[config.mk]
export PLATFORM = sky130hd
export DESIGN_NAME = growable_slot_pool_allocator_unit
export DESIGN_NICKNAME = d
export VERILOG_FILES = /design/src/design/gsp_pkg.sv /design/src/design/growable_slot_pool_allocator_unit.sv /design/src/design/gsp_bitmap.sv /design/src/design/gsp_scan.sv
export SDC_FILE = /design/constraint.sdc
export NUM_CORES = 1
export LEC_CHECK = 0
export BUFFER_PORTS_ARGS = -buffer_cell sky130_fd_sc_hd__buf_2
export CAP_MARGIN = 20
export CORE_MARGIN = 5
export CORE_UTILIZATION = 55
export DETAILED_ROUTE_END_ITERATION = 8
export PLACE_DENSITY = 0.8
export SLEW_MARGIN = 20
export SYNTH_ARGS = -nofsm -noshare
export SYNTH_HDL_FRONTEND = slang
export SYNTH_SLANG_ARGS = --single-unit
[constraint.sdc]
create_clock -name clk -period 6.4 [get_ports clk]
set_clock_uncertainty 0.1 [all_clocks]
set_input_delay 1.28 -clock clk [delete_from_list [all_inputs] [get_ports clk]]
set_output_delay 1.28 -clock clk [all_outputs]
set_load 0.03 [all_outputs]
[src/design/gsp_pkg.sv]
package gsp_pkg;

  localparam int MAX_SLOTS_DEFAULT = 256;

  // The slot bitmap is held as rows of this many in-use marks.
  localparam int ROW_BITS = 8;

  localparam logic [8:0] INIT_COUNT_RESET = 9'd16;

  typedef enum logic [1:0] {
    OP_ALLOC = 2'd0,
    OP_FREE  = 2'd1,
    OP_STATS = 2'd2,
    OP_CLEAR = 2'd3
  } opcode_t;

  typedef enum logic [1:0] {
    ST_OK       = 2'd0,
    ST_FULL     = 2'd1,
    ST_NOT_USED = 2'd2
  } status_t;

  // Register index as decoded from paddr[2].
  typedef enum logic {
    REG_INIT_COUNT    = 1'b0,
    REG_GROWTH_LINEAR = 1'b1
  } reg_idx_t;

  typedef enum logic [3:0] {
    S_SWEEP = 4'b0001,
    S_IDLE  = 4'b0010,
    S_SCAN  = 4'b0100,
    S_FREE  = 4'b1000
  } state_t;

  typedef struct packed {
    opcode_t    opcode;
    logic [7:0] slot_index;
  } cmd_t;

  typedef struct packed {
    status_t    status;
    logic [7:0] slot_index_out;
    logic [8:0] capacity_out;
    logic [8:0] active_count;
  } result_t;

  // Outcome of searching one bitmap row.
  typedef struct packed {
    logic       hit;       // a free slot below the capacity lies in this row
    logic [2:0] pos;       // lowest such slot within the row
    logic       last_row;  // the capacity ends within this row
    logic       next_row;  // the capacity ends exactly at the end of this row
  } scan_t;

endpackage

[src/design/growable_slot_pool_allocator_unit.sv]
// Slot pool allocator with a growable capacity. A command is taken when start is high and busy
// is low; its single result appears on result for one cycle with done high and cannot be held
// off, so the receiver must take it then. The in-use marks live in a bitmap memory of rows of
// eight slots, and one row is searched per cycle: allocate reads rows until a free slot is
// found (at most ceil(capacity/8) rows), free reads and rewrites the addressed row, stats
// answers from its counters, and clear zeroes the bitmap. After reset the same zeroing pass
// runs over all ceil(MAX_SLOTS/8) rows, 32 at the default size, and busy stays high until it
// ends; register writes are taken at any time.
module growable_slot_pool_allocator_unit import gsp_pkg::*; #(
  parameter int MAX_SLOTS = MAX_SLOTS_DEFAULT
) (
  input  logic        clk,
  input  logic        rst,
  input  logic        start,
  output logic        busy,
  input  cmd_t        cmd,
  output logic        done,
  output result_t     result,
  input  logic        psel,
  input  logic        penable,
  input  logic        pwrite,
  input  logic [2:0]  paddr,
  input  logic [31:0] pwdata,
  output logic [31:0] prdata,
  output logic        pready
);

  localparam int SW    = $clog2(MAX_SLOTS);
  localparam int IW    = (SW > 8) ? SW : 8;
  localparam int CW    = IW + 1;
  localparam int GW    = CW + 1;
  localparam int CAP_W = $clog2(MAX_SLOTS + 1);
  localparam int RS    = $clog2(ROW_BITS);
  localparam int ROWS  = (MAX_SLOTS + ROW_BITS - 1) / ROW_BITS;
  localparam int RW    = (ROWS > 1) ? $clog2(ROWS) : 1;
  localparam int CAP_RESET_INT =
    (int'(INIT_COUNT_RESET) > MAX_SLOTS) ? MAX_SLOTS : int'(INIT_COUNT_RESET);
  localparam logic [CAP_W-1:0] CAP_RESET = CAP_W'(CAP_RESET_INT);

  state_t              state;
  logic [RW-1:0]       row;
  logic [RW-1:0]       sweep_ptr;
  logic                clear_rsp;
  logic                free_ok_q;
  logic [RS-1:0]       free_bit;
  logic [8:0]          init_count;
  logic                growth_linear;
  logic [CAP_W-1:0]    capacity;
  logic [CAP_W-1:0]    used_total;

  logic                we;
  logic [RW-1:0]       waddr;
  logic [ROW_BITS-1:0] wdata;
  logic [RW-1:0]       raddr;
  logic [ROW_BITS-1:0] rdata;
  scan_t               scan;

  logic [IW-1:0]       idx_w;
  logic [RW-1:0]       idx_row;
  logic                free_ok;
  logic [CW-1:0]       cap_cw;
  logic [GW-1:0]       eff_init;
  logic [GW-1:0]       grow_sum;
  logic [GW-1:0]       grown;
  logic                at_max;
  logic [RW+RS-1:0]    grant;
  logic                free_hit;

  assign busy   = (state != S_IDLE);
  assign pready = 1'b1;

  always_comb begin
    case (reg_idx_t'(paddr[2]))
      REG_INIT_COUNT:    prdata = 32'(init_count);
      REG_GROWTH_LINEAR: prdata = 32'(growth_linear);
      default:           prdata = '0;
    endcase
  end

  always_comb begin
    idx_w   = IW'(cmd.slot_index);
    idx_row = RW'(idx_w >> RS);
    free_ok = (CW'(idx_w) < CW'(MAX_SLOTS)) && (CW'(idx_w) < CW'(capacity));
    cap_cw  = CW'(capacity);
    if (init_count == '0) begin
      eff_init = GW'(1);
    end else if (GW'(init_count) > GW'(MAX_SLOTS)) begin
      eff_init = GW'(MAX_SLOTS);
    end else begin
      eff_init = GW'(init_count);
    end
    grow_sum = growth_linear ? GW'(capacity) + eff_init : GW'(capacity) << 1;
    grown    = (grow_sum > GW'(MAX_SLOTS)) ? GW'(MAX_SLOTS) : grow_sum;
    at_max   = cap_cw >= CW'(MAX_SLOTS);
    grant    = {row, scan.pos};
    free_hit = free_ok_q && rdata[free_bit];
  end

  // Read address for the row that the next cycle looks at.
  always_comb begin
    raddr = row + RW'(1);
    if (state == S_IDLE) begin
      raddr = (cmd.opcode == OP_FREE) ? idx_row : '0;
    end
  end

  always_comb begin
    we    = 1'b0;
    waddr = row;
    wdata = rdata;
    case (state)
      S_SWEEP: begin
        we    = 1'b1;
        waddr = sweep_ptr;
        wdata = '0;
      end
      S_SCAN: begin
        if (scan.hit) begin
          we    = 1'b1;
          wdata = rdata | (ROW_BITS'(1) << scan.pos);
        end else if (scan.last_row && !at_max) begin
          // The first new slot sits at the old capacity; marks above it are all clear.
          we    = 1'b1;
          waddr = RW'(cap_cw >> RS);
          wdata = (scan.next_row ? '0 : rdata) | (ROW_BITS'(1) << cap_cw[RS-1:0]);
        end
      end
      S_FREE: begin
        if (free_hit) begin
          we    = 1'b1;
          wdata = rdata & ~(ROW_BITS'(1) << free_bit);
        end
      end
      default: begin
        we = 1'b0;
      end
    endcase
  end

  gsp_bitmap #(
    .ROWS (ROWS),
    .RW   (RW)
  ) u_bitmap (
    .clk   (clk),
    .we    (we),
    .waddr (waddr),
    .wdata (wdata),
    .raddr (raddr),
    .rdata (rdata)
  );

  gsp_scan #(
    .CW (CW),
    .RW (RW)
  ) u_scan (
    .row      (row),
    .row_data (rdata),
    .capacity (cap_cw),
    .scan     (scan)
  );

  always_ff @(posedge clk) begin
    if (rst) begin
      state         <= S_SWEEP;
      sweep_ptr     <= '0;
      clear_rsp     <= 1'b0;
      init_count    <= INIT_COUNT_RESET;
      growth_linear <= 1'b0;
      capacity      <= CAP_RESET;
      used_total    <= '0;
      done          <= 1'b0;
    end else begin
      done <= 1'b0;

      if (psel && penable && pwrite && pready) begin
        case (reg_idx_t'(paddr[2]))
          REG_INIT_COUNT:    init_count    <= pwdata[8:0];
          REG_GROWTH_LINEAR: growth_linear <= pwdata[0];
          default: ;
        endcase
      end

      case (state)
        S_SWEEP: begin
          sweep_ptr <= sweep_ptr + RW'(1);
          if (sweep_ptr == RW'(ROWS - 1)) begin
            state     <= S_IDLE;
            sweep_ptr <= '0;
            if (clear_rsp) begin
              clear_rsp  <= 1'b0;
              capacity   <= CAP_W'(eff_init);
              used_total <= '0;
              done       <= 1'b1;
              result     <= '{ST_OK, 8'd0, 9'(eff_init), 9'd0};
            end
          end
        end
        S_IDLE: begin
          if (start) begin
            case (cmd.opcode)
              OP_ALLOC: begin
                row   <= '0;
                state <= S_SCAN;
              end
              OP_FREE: begin
                row       <= idx_row;
                free_bit  <= cmd.slot_index[RS-1:0];
                free_ok_q <= free_ok;
                state     <= S_FREE;
              end
              OP_STATS: begin
                done   <= 1'b1;
                result <= '{ST_OK, 8'd0, 9'(capacity), 9'(used_total)};
              end
              OP_CLEAR: begin
                clear_rsp <= 1'b1;
                sweep_ptr <= '0;
                state     <= S_SWEEP;
              end
              default: ;
            endcase
          end
        end
        S_SCAN: begin
          if (scan.hit) begin
            used_total <= used_total + CAP_W'(1);
            done       <= 1'b1;
            result     <= '{ST_OK, 8'(grant), 9'(capacity), 9'(used_total + CAP_W'(1))};
            state      <= S_IDLE;
          end else if (scan.last_row) begin
            done  <= 1'b1;
            state <= S_IDLE;
            if (at_max) begin
              result <= '{ST_FULL, 8'd0, 9'(capacity), 9'(used_total)};
            end else begin
              capacity   <= CAP_W'(grown);
              used_total <= used_total + CAP_W'(1);
              result     <= '{ST_OK, 8'(capacity), 9'(grown),
                              9'(used_total + CAP_W'(1))};
            end
          end else begin
            row <= row + RW'(1);
          end
        end
        S_FREE: begin
          done  <= 1'b1;
          state <= S_IDLE;
          if (free_hit) begin
            used_total <= used_total - CAP_W'(1);
            result     <= '{ST_OK, 8'd0, 9'(capacity), 9'(used_total - CAP_W'(1))};
          end else begin
            result <= '{ST_NOT_USED, 8'd0, 9'(capacity), 9'(used_total)};
          end
        end
        default: begin
          state <= S_IDLE;
        end
      endcase
    end
  end

endmodule

[src/design/gsp_bitmap.sv]
module gsp_bitmap import gsp_pkg::*; #(
  parameter int ROWS = 32,
  parameter int RW   = 5
) (
  input  logic                clk,
  input  logic                we,
  input  logic [RW-1:0]       waddr,
  input  logic [ROW_BITS-1:0] wdata,
  input  logic [RW-1:0]       raddr,
  output logic [ROW_BITS-1:0] rdata
);

  logic [ROW_BITS-1:0] mem [ROWS];

  always_ff @(posedge clk) begin
    if (we) begin
      mem[waddr] <= wdata;
    end
    rdata <= mem[raddr];
  end

endmodule

[src/design/gsp_scan.sv]
module gsp_scan import gsp_pkg::*; #(
  parameter int CW = 10,
  parameter int RW = 5
) (
  input  logic [RW-1:0]       row,
  input  logic [ROW_BITS-1:0] row_data,
  input  logic [CW-1:0]       capacity,
  output scan_t               scan
);

  localparam int RS = $clog2(ROW_BITS);

  logic [CW-1:0]       base;
  logic [CW-1:0]       rem;
  logic [ROW_BITS-1:0] in_range;
  logic [ROW_BITS-1:0] free_bits;
  logic [2:0]          pos;

  always_comb begin
    base = CW'(row) << RS;
    rem  = capacity - base;
    // Slots at or above the capacity count as taken.
    if (rem >= CW'(ROW_BITS)) begin
      in_range = '1;
    end else begin
      in_range = ROW_BITS'({{ROW_BITS{1'b0}}, 1'b1} << rem[RS-1:0]) - ROW_BITS'(1);
    end
    free_bits = ~row_data & in_range;
    pos = '0;
    for (int b = ROW_BITS - 1; b >= 0; b--) begin
      if (free_bits[b]) begin
        pos = 3'(b);
      end
    end
    scan.hit      = |free_bits;
    scan.pos      = pos;
    scan.last_row = rem <= CW'(ROW_BITS);
    scan.next_row = rem == CW'(ROW_BITS);
  end

endmodule

# Word level (Yosys, flattened, before mapping)
# Memory sizes are Yosys's and may differ from the RTL's. A register that Yosys moved wholly into a read port is not among the register bits.
# Cells that the tools add are included.
# Widths: inputs -> output; s select.
# classes
mux,80
shift,4
magnitude_cmp,7
reduce_logical,23
n_bitwise,8
addsub,7
eq_ne,24
# ops
operator,n
$mux 28,7
$mux 9,13
$pmux 28 s4,1
$pmux 32 s2,1
$mux 5,10
$mux 8,5
$pmux 5 s2,4
$shl 1x3->8 const A,4
$mux 27,1
$pmux 9 s3,1
$mux 3,8
$pmux 4 s3,2
$pmux 8 s3,1
$mux 10,2
$pmux 9 s2,1
$reduce_and 6->1,3
$and 8x8->8,2
$mux 4,4
$ne 2x2->1 const B,8
$not 8->8,2
$or 8x8->8,2
$mux 1,15
$reduce_and 4->1,3
$add 5x1->5 const B,2
41 further kinds,51
# totals
regBits,76
mem_count,1
in_bits,51
out_inout_bits,63
mem_bits_rw,256
word_cells,169
# memory_table
name,depth,width,read_ports,rd_clocked_by_memory_dff,wr,line_no,source
u_bitmap.mem,32,8,1,1,1,gsp_bitmap.sv:13,logic [ROW_BITS-1:0] mem [ROWS];

# Longest topological paths before layout
# Gate-level depths: netlist of the first run.
# depth
depth_word,17
mapped_depth,16
ltp_nobuf,16

# Modules after synthesis
# A second synthesis of the first run with hierarchy kept.
# hier_totals
hier_cells,1172
area_unflattened_um2,16318.2
# by_module_without_submodules
mod,seq_area_each_um2,instances,area_per_inst_um2,cells_per_inst
gsp_bitmap,7847.5,1,10053.4,417
growable_slot_pool_allocator_unit,1891.8,1,5698.0,678
gsp_scan,0.0,1,566.8,77

# Least setup slack after synthesis of the first run
# Ideal clock, no wire load.
# synth_path
path_type,register to register
startpoint,reg row[0]
endpoint,reg result[0] (netlist bit) (enable)
setup_ps,484
t_required_ps,5816
n_path_buf,2
arrival_time_ps,5554
synth_period_minus_slack_ps,6139
slack_ps,261
stages_incl_launch_ff,15
path_cell_list,edfxtp_1 -> ha_1 -> fa_1 -> nor2b_1 -> nor4_1 -> o211ai_1 -> a2111oi_4 -> buf_6 -> a22o_2 -> nand3_2 -> buf_2 -> nor2_2 -> a21oi_1 -> a2111oi_0 -> nor4_1
# synth_between
elab_chain_len,7
elab_cells_between_ends,8
cone_classes,1 x add/sub; 2 x order compare; 1 x eq/ne; 1 x mux; 1 x bitwise; 2 x reduce/logical
# synth_lines
element,line_no,source
start: declaration,growable_slot_pool_allocator_unit.sv:41,logic [RW-1:0] row;
start signal: assignment,growable_slot_pool_allocator_unit.sv:206,row <= idx_row;
start signal: assignment,growable_slot_pool_allocator_unit.sv:242,row <= row + RW'(1);
$sub 9x8->9 (*),gsp_scan.sv:21,rem = capacity - base;
$ge 9x4->1,gsp_scan.sv:23,if (rem >= CW'(ROW_BITS)) begin
$mux 8,gsp_scan.sv:23,
$and 8x8->8,gsp_scan.sv:28,free_bits = ~row_data & in_range;
$reduce_or 8->1,gsp_scan.sv:35,scan.hit = |free_bits;
$ne 3x3->1 (no line) (*),n/a,
$reduce_and 7->1 (no line) (*),n/a,
end signal: assignment,growable_slot_pool_allocator_unit.sv:238,"result <= '{ST_OK, 8'(capacity), 9'(grown),"
end signal: assignment,growable_slot_pool_allocator_unit.sv:250,"result <= '{ST_OK, 8'd0, 9'(capacity), 9'(used_total - CAP_W'(1))};"
end signal: assignment,growable_slot_pool_allocator_unit.sv:252,"result <= '{ST_NOT_USED, 8'd0, 9'(capacity), 9'(used_total)};"
end: declaration,growable_slot_pool_allocator_unit.sv:18,"output result_t result,"
# Mark *: on every way between the ends. The rest lies on a longest branch, timed or not.
# A chain may end at the register's enable or synchronous reset.

# Worst setup path after layout of the first run
# layout_path
startpoint,reg row[0]
endpoint,mem u_bitmap.mem[18][0] (enable)
# layout_between
elab_chain_len,9
elab_cells_between_ends,15
cone_classes,1 x add/sub; 2 x order compare; 9 x mux; 1 x bitwise; 2 x reduce/logical
# layout_lines
element,line_no,source
$sub 9x8->9,gsp_scan.sv:21,
$ge 9x4->1,gsp_scan.sv:23,
$mux 8,gsp_scan.sv:23,
$and 8x8->8,gsp_scan.sv:28,
$reduce_or 8->1,gsp_scan.sv:35,
$mux 1,growable_slot_pool_allocator_unit.sv:118,if (scan.hit) begin
$pmux 1 s3,growable_slot_pool_allocator_unit.sv:111,case (state)
$mux 1,gsp_bitmap.sv:16,if (we) begin
$mux 1 (not written as such),gsp_bitmap.sv:17,mem[waddr] <= wdata;
end: declaration,gsp_bitmap.sv:13,
# Several ways; a longest one is shown, not always the timed one.

==> flow_summary.toml, run 1 <==
[placed_design]
hpwl_um = 25380
dp_slack_ns = 1.041
numPlacedInstances = 1902
portBuffers = 64
gp_congestion = 0.9458
place_area_sq_um = 17400

[grt]
grt_pass1_vias = 11608
globalRouteOverflowTotal = 0
grt_max_degree = 129
antenna_found_initial = 0
grt_usage_pct = 22.91
grt_pass1_wl_um = 62520

[drt]
firstDrtPassIters = 5
drc = 0
ant_nets = 0
first_iter_violations = 1387
wl_per_cell_um = 20.33
viasPerCell = 6.238
vias = 12271
drt-total-wl_um = 39990

[finish]
post_route_cells_drive_above_1_share_pct = 12.75
final_area_sq_um = 18540
final_cells = 1967
fin_nets = 1635
insertedDiodeCount = 0
synthToLayoutAreaGrowth_pct = 10.89

[timing]
slew_headroom_pct = 30.42
fmax_ghz = 0.1844
fin_crit_sh_pct = 84.75
grt_setup_unrepaired = "no"
fin_crit_ns = 5.424
tightestPinTransition_ns = 1.034
timing.final.ws_setup_ns = 0.9762
fin_hold_ws_ns = 0.3879
slew_violations = 0
final_hold_viol_count = 0
finalSetupViolCount = 0
tns_ns = 0

[cts]
worstSkewPairLatency_ns = 0.53
ctsResizeCount = 0
path_clk_slew_ns = 0.06
cts_buffers = 37
post_cts_buffers = 0
tritoncts = "done"
cts_max_path_buffers = 3
htreeDepth = 2
cts_root_buffer = "clkbuf_16"
clkSinkCount = 340
hold_buffers = 0

[power]
leakage_uw = 0.006457
p_sw_share_pct = 25.09
pwr-share-clk_pct = 38.9
ir_drop_uv = 198.5
p_int_uw = 3855
power_frac_comb_pct = 10.5
power_density_nw_per_um2 = 277.6
p_seq_share_pct = 50.5
p_sw_uw = 1291

[critical_path]
required_ns = 6.45
crit_type = "reg2reg"
crit_arrival_ns = 5.48
cp_max_fo = 14
worst_setup_path_end_kind = "flop"
worstSetupStartpointType = "flop"

[synthesis]
synthCells = 1520
ys_seq_elements = 340
ys_types = 86
avgSynthCellArea_sq_um = 11.00
netlist_area_sq_um = 16720
async_flop_share_pct = 0
ys_seq_area_share_pct = 58.25
synth_edf_count = 293
synth_top_flop_cell = "edfxtp_1"
synth_warnings = 0

[floorplan]
design.core.area_sq_um = 29800
rows = 63
initial_core_util_pct = 56.11
fp.dieW_um = 184.4
die_h_um = 184.4
pin_count = 114
dieArea_sq_um = 33990

[flow_run]
maxCapViolCount = 0

[min_path]
hp-class = "reg2reg"

[outcome]
status = "finished, final reports clean"
[per-layer routing]
| layer | part of all wire [%] | GRT usage (%) | vias to the layer above |
|---|---|---|---|
| li1 | - | - | 5722 |
| met1 | 41 | 31.24 | 5863 |
| met2 | 48 | 37.88 | 597 |
| met3 | 8.1 | 3.493 | 89 |
| met4 | 2.9 | 7.749 | 0 |
| met5 | 0 | 0 | - |
[cell type report]
cell class                 count  area, sq um
multi-input combinational   1046         6484
timing repair buffer          95        578.1
tap                          390        488.0
fill                        2269        11260
clock inverter                22        186.4
inverter                      31        116.4
sequential                   340         9739
clock buffer                  43        948.4
[metrics by stage]
step	utilization, %	total power, uW
finish	62.22	5146
global route	62.22	5314
CTS	62.21	5163
detailed placement	58.40	3177
global placement	58.40	3158
floorplan	-	2993
[cell usage in the layout (no fill, tap or decap), types with 18 or more instances in the layout]
master / instances
a22oi_1: 20
buf_2: 64
inv_1: 30
nor2_1: 103
nand2_1: 227
nor2b_1: 19
a21oi_1: 87
ha_1: 31
a31oi_1: 39
a21o_1: 18
clkbuf_16: 37
o21ai_0: 41
edfxtp_1: 293
buf_4: 29
dfxtp_1: 47
nor3_1: 21
and2_1: 67
a211oi_1: 101
nand3_1: 29
conb_1: 24
a311oi_1: 35
[logic make-up (layout without fill, tap and decap cells)]
kind of cell	after synthesis	in the layout	synth area share (%)
other	2	24	0.04492
buffers and inverters	156	191	4.213
adder cells (fa/ha/maj)	33	33	2.559
AND/OR/NAND/NOR	535	535	15.18
AO/OA/AOI/OAI	426	426	18.16
multiplexers	13	13	0.8082
XOR/XNOR	15	15	0.7858
flip-flops	340	340	58.25
[state kept, by name, indices dropped and copies added, names as in the netlist, 3 cells and up]
name / flops
result: 28
state: 4
sweep_ptr: 5
row: 5
used_total: 9
u_bitmap.rdata: 8
init_count: 9
free_bit: 3
cap_cw: 9
u_bitmap.mem: 256
[worst paths after layout]
path | slack, ns | cells past startpoint | from | endpoint
worst max-delay path | 0.98 | 12 | row[0] | u_bitmap.mem[18][0]
worst min-delay path | 0.39 | 2 | init_count[0] | init_count[0]
worst max register to register | 0.98 | 12 | row[0] | u_bitmap.mem[18][0]
worst min register to register | 0.39 | 2 | init_count[0] | init_count[0]
[cell usage after synthesis, drive strengths merged (4+ instances only)]
library cell,number,share of area (%)
edfxtp,293,53
nand2,228,5.1
nor2,104,2.3
a211oi,103,4.7
a21oi,90,2.7
clkbuf,88,2.0
and2,67,2.5
dfxtp,47,5.6
o21ai,45,1.3
a31oi,41,1.5
buf,37,1.5
a311oi,35,1.8
nand3,34,1.2
ha,31,2.3
inv,30,0.67
nor3,23,0.79
a22oi,20,0.90
a21o,19,0.86
nor2b,19,0.71
nor4,12,0.54
nand2b,10,0.37
mux2i,9,0.54
nand3b,9,0.40
o211ai,9,0.40
or3,9,0.34
xor2,8,0.42
o31ai,7,0.40
xnor2,7,0.37
a221o,6,0.36
and3,6,0.22
or2,5,0.19
mux2,4,0.27
nor4b,4,0.21
[critical path, stage by stage (launching register included)]
cell and delay, ns:
edfxtp_1 0.53, ha_1 0.29, fa_1 0.38, nor2b_1 0.21
o31a_1 0.16, o211ai_1 0.14, a2111oi_4 0.81, a22o_2 0.32
and3_1 0.31, nand2_2 0.26, o32ai_2 0.58, nand3b_1 0.30
nor2_1 0.64
[power by group through the flow]
stage | registers, uW | logic, uW | clock network [uW]
after floorplan | 2630 | 360 | 0
after global placement | 2640 | 518 | 0
after detailed placement | 2640 | 534 | 0
after CTS | 2600 | 538 | 2030
after global routing | 2610 | 586 | 2120
final | 2600 | 542 | 2000
Note: power is estimated with default switching activity, not from simulation.
==> run 2, diff against run 1 <==
--- a/config.mk
+++ b/config.mk
@@ -8,9 +8,9 @@
 export BUFFER_PORTS_ARGS = -buffer_cell sky130_fd_sc_hd__buf_2
 export CAP_MARGIN = 20
 export CORE_MARGIN = 5
-export CORE_UTILIZATION = 55
+export CORE_UTILIZATION = 60
 export DETAILED_ROUTE_END_ITERATION = 8
-export PLACE_DENSITY = 0.8
+export PLACE_DENSITY = 0.83
 export SLEW_MARGIN = 20
 export SYNTH_ARGS = -nofsm -noshare
 export SYNTH_HDL_FRONTEND = slang
==> constraint.sdc (replaced) <==
create_clock -name clk -period 5.2 [get_ports clk]
set_clock_uncertainty 0.1 [all_clocks]
set_input_delay 1.04 -clock clk [delete_from_list [all_inputs] [get_ports clk]]
set_output_delay 1.04 -clock clk [all_outputs]
set_load 0.03 [all_outputs]
==> run 2 against run 1 <==
Worst hold slack worse by 0.0050 ns. Die area down 7.9%. Sequential power up 23%. Setup slack worse by 0.68 ns. Total power up 27%. Flip-flop and latch count unchanged. Routed wire length up 1.2%. Maximum frequency up 11%. Non-clock buffer count up 44. Global-route usage up 2.4 points. Critical endpoint is now u_bitmap.mem[18][5].
==> flow_summary.toml, run 2 (same netlist as run 1, synthesis figures left out) <==
[critical_path]
max_stage_delay_ns = 0.63
crit_arrival_ns = 5.04
r2r-end = "u_bitmap.mem[18][5]"
crit_chain = "inv_1, ha_1, o21bai_1, o21ai_1, or3b_4, a2111oi_4, a22o_2, nand3_2, o31a_4, a221oi_4, nand3b_1, nor2_1, buf_4"
cp_max_fo = 12
r2r_start = "row[4]"
worstSetupEndpoint = "u_bitmap.mem[18][5]"
slowest_stage = "a2111oi_4"
reg2reg_setup_slack_ns = 0.29
crit_buf_inv = 2
reg2regPathDepth = 13
crit_family = "compound AO/OA/AOI/OAI gates"
cp.depth = 13
worst_setup_path_end_kind = "flop"
timing.critical_path.from = "row[4]"
required_ns = 5.34
crit_type = "reg2reg"
worstSetupStartpointType = "flop"

[placed_design]
hpwl_um = 26320
portBuffers = 64
numPlacedInstances = 1934
gp_congestion = 0.9369

[floorplan]
pin_count = 114
rows = 61
dieArea_sq_um = 31300
fp.dieW_um = 176.9
initial_core_util_pct = 60.52
die_h_um = 176.9
design.core.area_sq_um = 27630

[timing]
slew_headroom_pct = 31.93
tightestPinTransition_ns = 1.019
finalSetupViolCount = 0
tns_ns = 0
fmax_ghz = 0.2039
fin_crit_ns = 4.905
final_hold_viol_count = 0
grt_setup_unrepaired = "no"
fin_crit_sh_pct = 94.33
fin_hold_ws_ns = 0.3829
slew_violations = 0

[finish]
top_regs = "u_bitmap.mem: 256 flops, result: 28 flops"
final_cells = 2000
postLayoutCoreUtil_pct = 68.78
top_register = "u_bitmap.mem"
final_common_cell = "edfxtp_1"
post_route_cells_drive_above_1_share_pct = 15.60
insertedDiodeCount = 0
synthToLayoutAreaGrowth_pct = 13.65
layout_common_cells = "293 x edfxtp_1, 227 x nand2_1, 103 x nor2_1"
largest_reg_flops = 256
fin_nets = 1678

[drt]
viasPerCell = 6.279
wl_per_cell_um = 20.23
firstDrtPassIters = 6
drc = 0
ant_nets = 0
drt-total-wl_um = 40450
vias = 12557
first_iter_violations = 1338

[cts]
path_clk_slew_ns = 0.06
cts_root_buffer = "clkbuf_16"
cts_buffers = 36
tritoncts = "done"
worstSkewPairLatency_ns = 0.53
htreeDepth = 2
cts_max_path_buffers = 3
clkSinkCount = 340
hold_buffers = 0

[power]
p_sw_uw = 1617
p_sw_share_pct = 24.82
ir_drop_uv = 342.4
p_total_uw = 6516
p_seq_share_pct = 49.1
power_density_nw_per_um2 = 342.9
leakage_uw = 0.006748
pwr-share-clk_pct = 40.3
power_frac_comb_pct = 10.6
p_int_uw = 4899

[flow_run]
maxCapViolCount = 0

[grt]
grt_max_degree = 71
grt_pass1_vias = 11852
antenna_found_initial = 0
grt_usage_pct = 25.31
grt_pass1_wl_um = 63180
globalRouteOverflowTotal = 0

[outcome]
status = "finished, final reports clean"

[min_path]
min-delay-start = "init_count[7]"
hp-class = "reg2reg"
## run 2: cell count changes in the layout (fill, tap and decap cells not counted), sizes merged
cell,delta
inv,-2
bufinv,+2
clkinvlp,+1
buf,+44
## run 2: worst register-to-register path, stage by stage (launching register included)
cell and delay, ns:
edfxtp_1 0.45, inv_1 0.16, ha_1 0.30, o21bai_1 0.19, o21ai_1 0.15, or3b_4 0.42
a2111oi_4 0.63, a22o_2 0.30, nand3_2 0.35, o31a_4 0.51, a221oi_4 0.37, nand3b_1 0.30
nor2_1 0.20, buf_4 0.21
## run 2: timing repair
item | CTS | global route
resized for setup | 0 | 1
setup buffers | 0 | 0
setup endpoints to repair | 0 | 28
## run 2: per-stage QoR
stage | worst slack (ns) | cell area, sq um
3_3_place_gp | 0.3556 | 17750
5_1_grt | 0.09045 | 19000
3_5_place_dp | 0.3581 | 17750
2_1_floorplan | 0.2288 | 16810
6_report | 0.2947 | 19000
4_1_cts | 0.3239 | 18990
## run 2: layout make-up
type	instances	area [sq um]
Timing Repair Buffer	139	933.4
Fill cell	1961	8627
Clock inverter	23	274.0
Clock buffer	43	968.4
Multi-Input combinational cell	1046	6497
Tap cell	378	473.0
Sequential cell	340	9739
Inverter	31	116.4
## run 2: worst min path at each step
stage | to | slack, ns | cells after the start
after floorplan | init_count[0] | 0.35 | 2
after global placement | init_count[0] | 0.36 | 2
after detailed placement | init_count[0] | 0.37 | 2
after CTS | init_count[0] | 0.38 | 2
after global routing | init_count[7] | 0.43 | 2
final | init_count[7] | 0.38 | 2
## run 2: per-layer routing
layer	share of wire [%]	global-route usage (%)	up-vias	wire length (um)
li1	-	-	5813	-
met1	40	33.71	6030	16150
met2	48	42.63	608	19430
met3	8.4	3.504	106	3406
met4	3.6	9.510	0	1466
met5	0	0	-	0
## run 2: power by group through the flow
stage	clock, uW	combinational [uW]	sequential, uW
after global routing	2790	750	3210
after CTS	2650	687	3200
after detailed placement	0	677	3250
after global placement	0	659	3250
final	2630	692	3200
after floorplan	0	444	3240
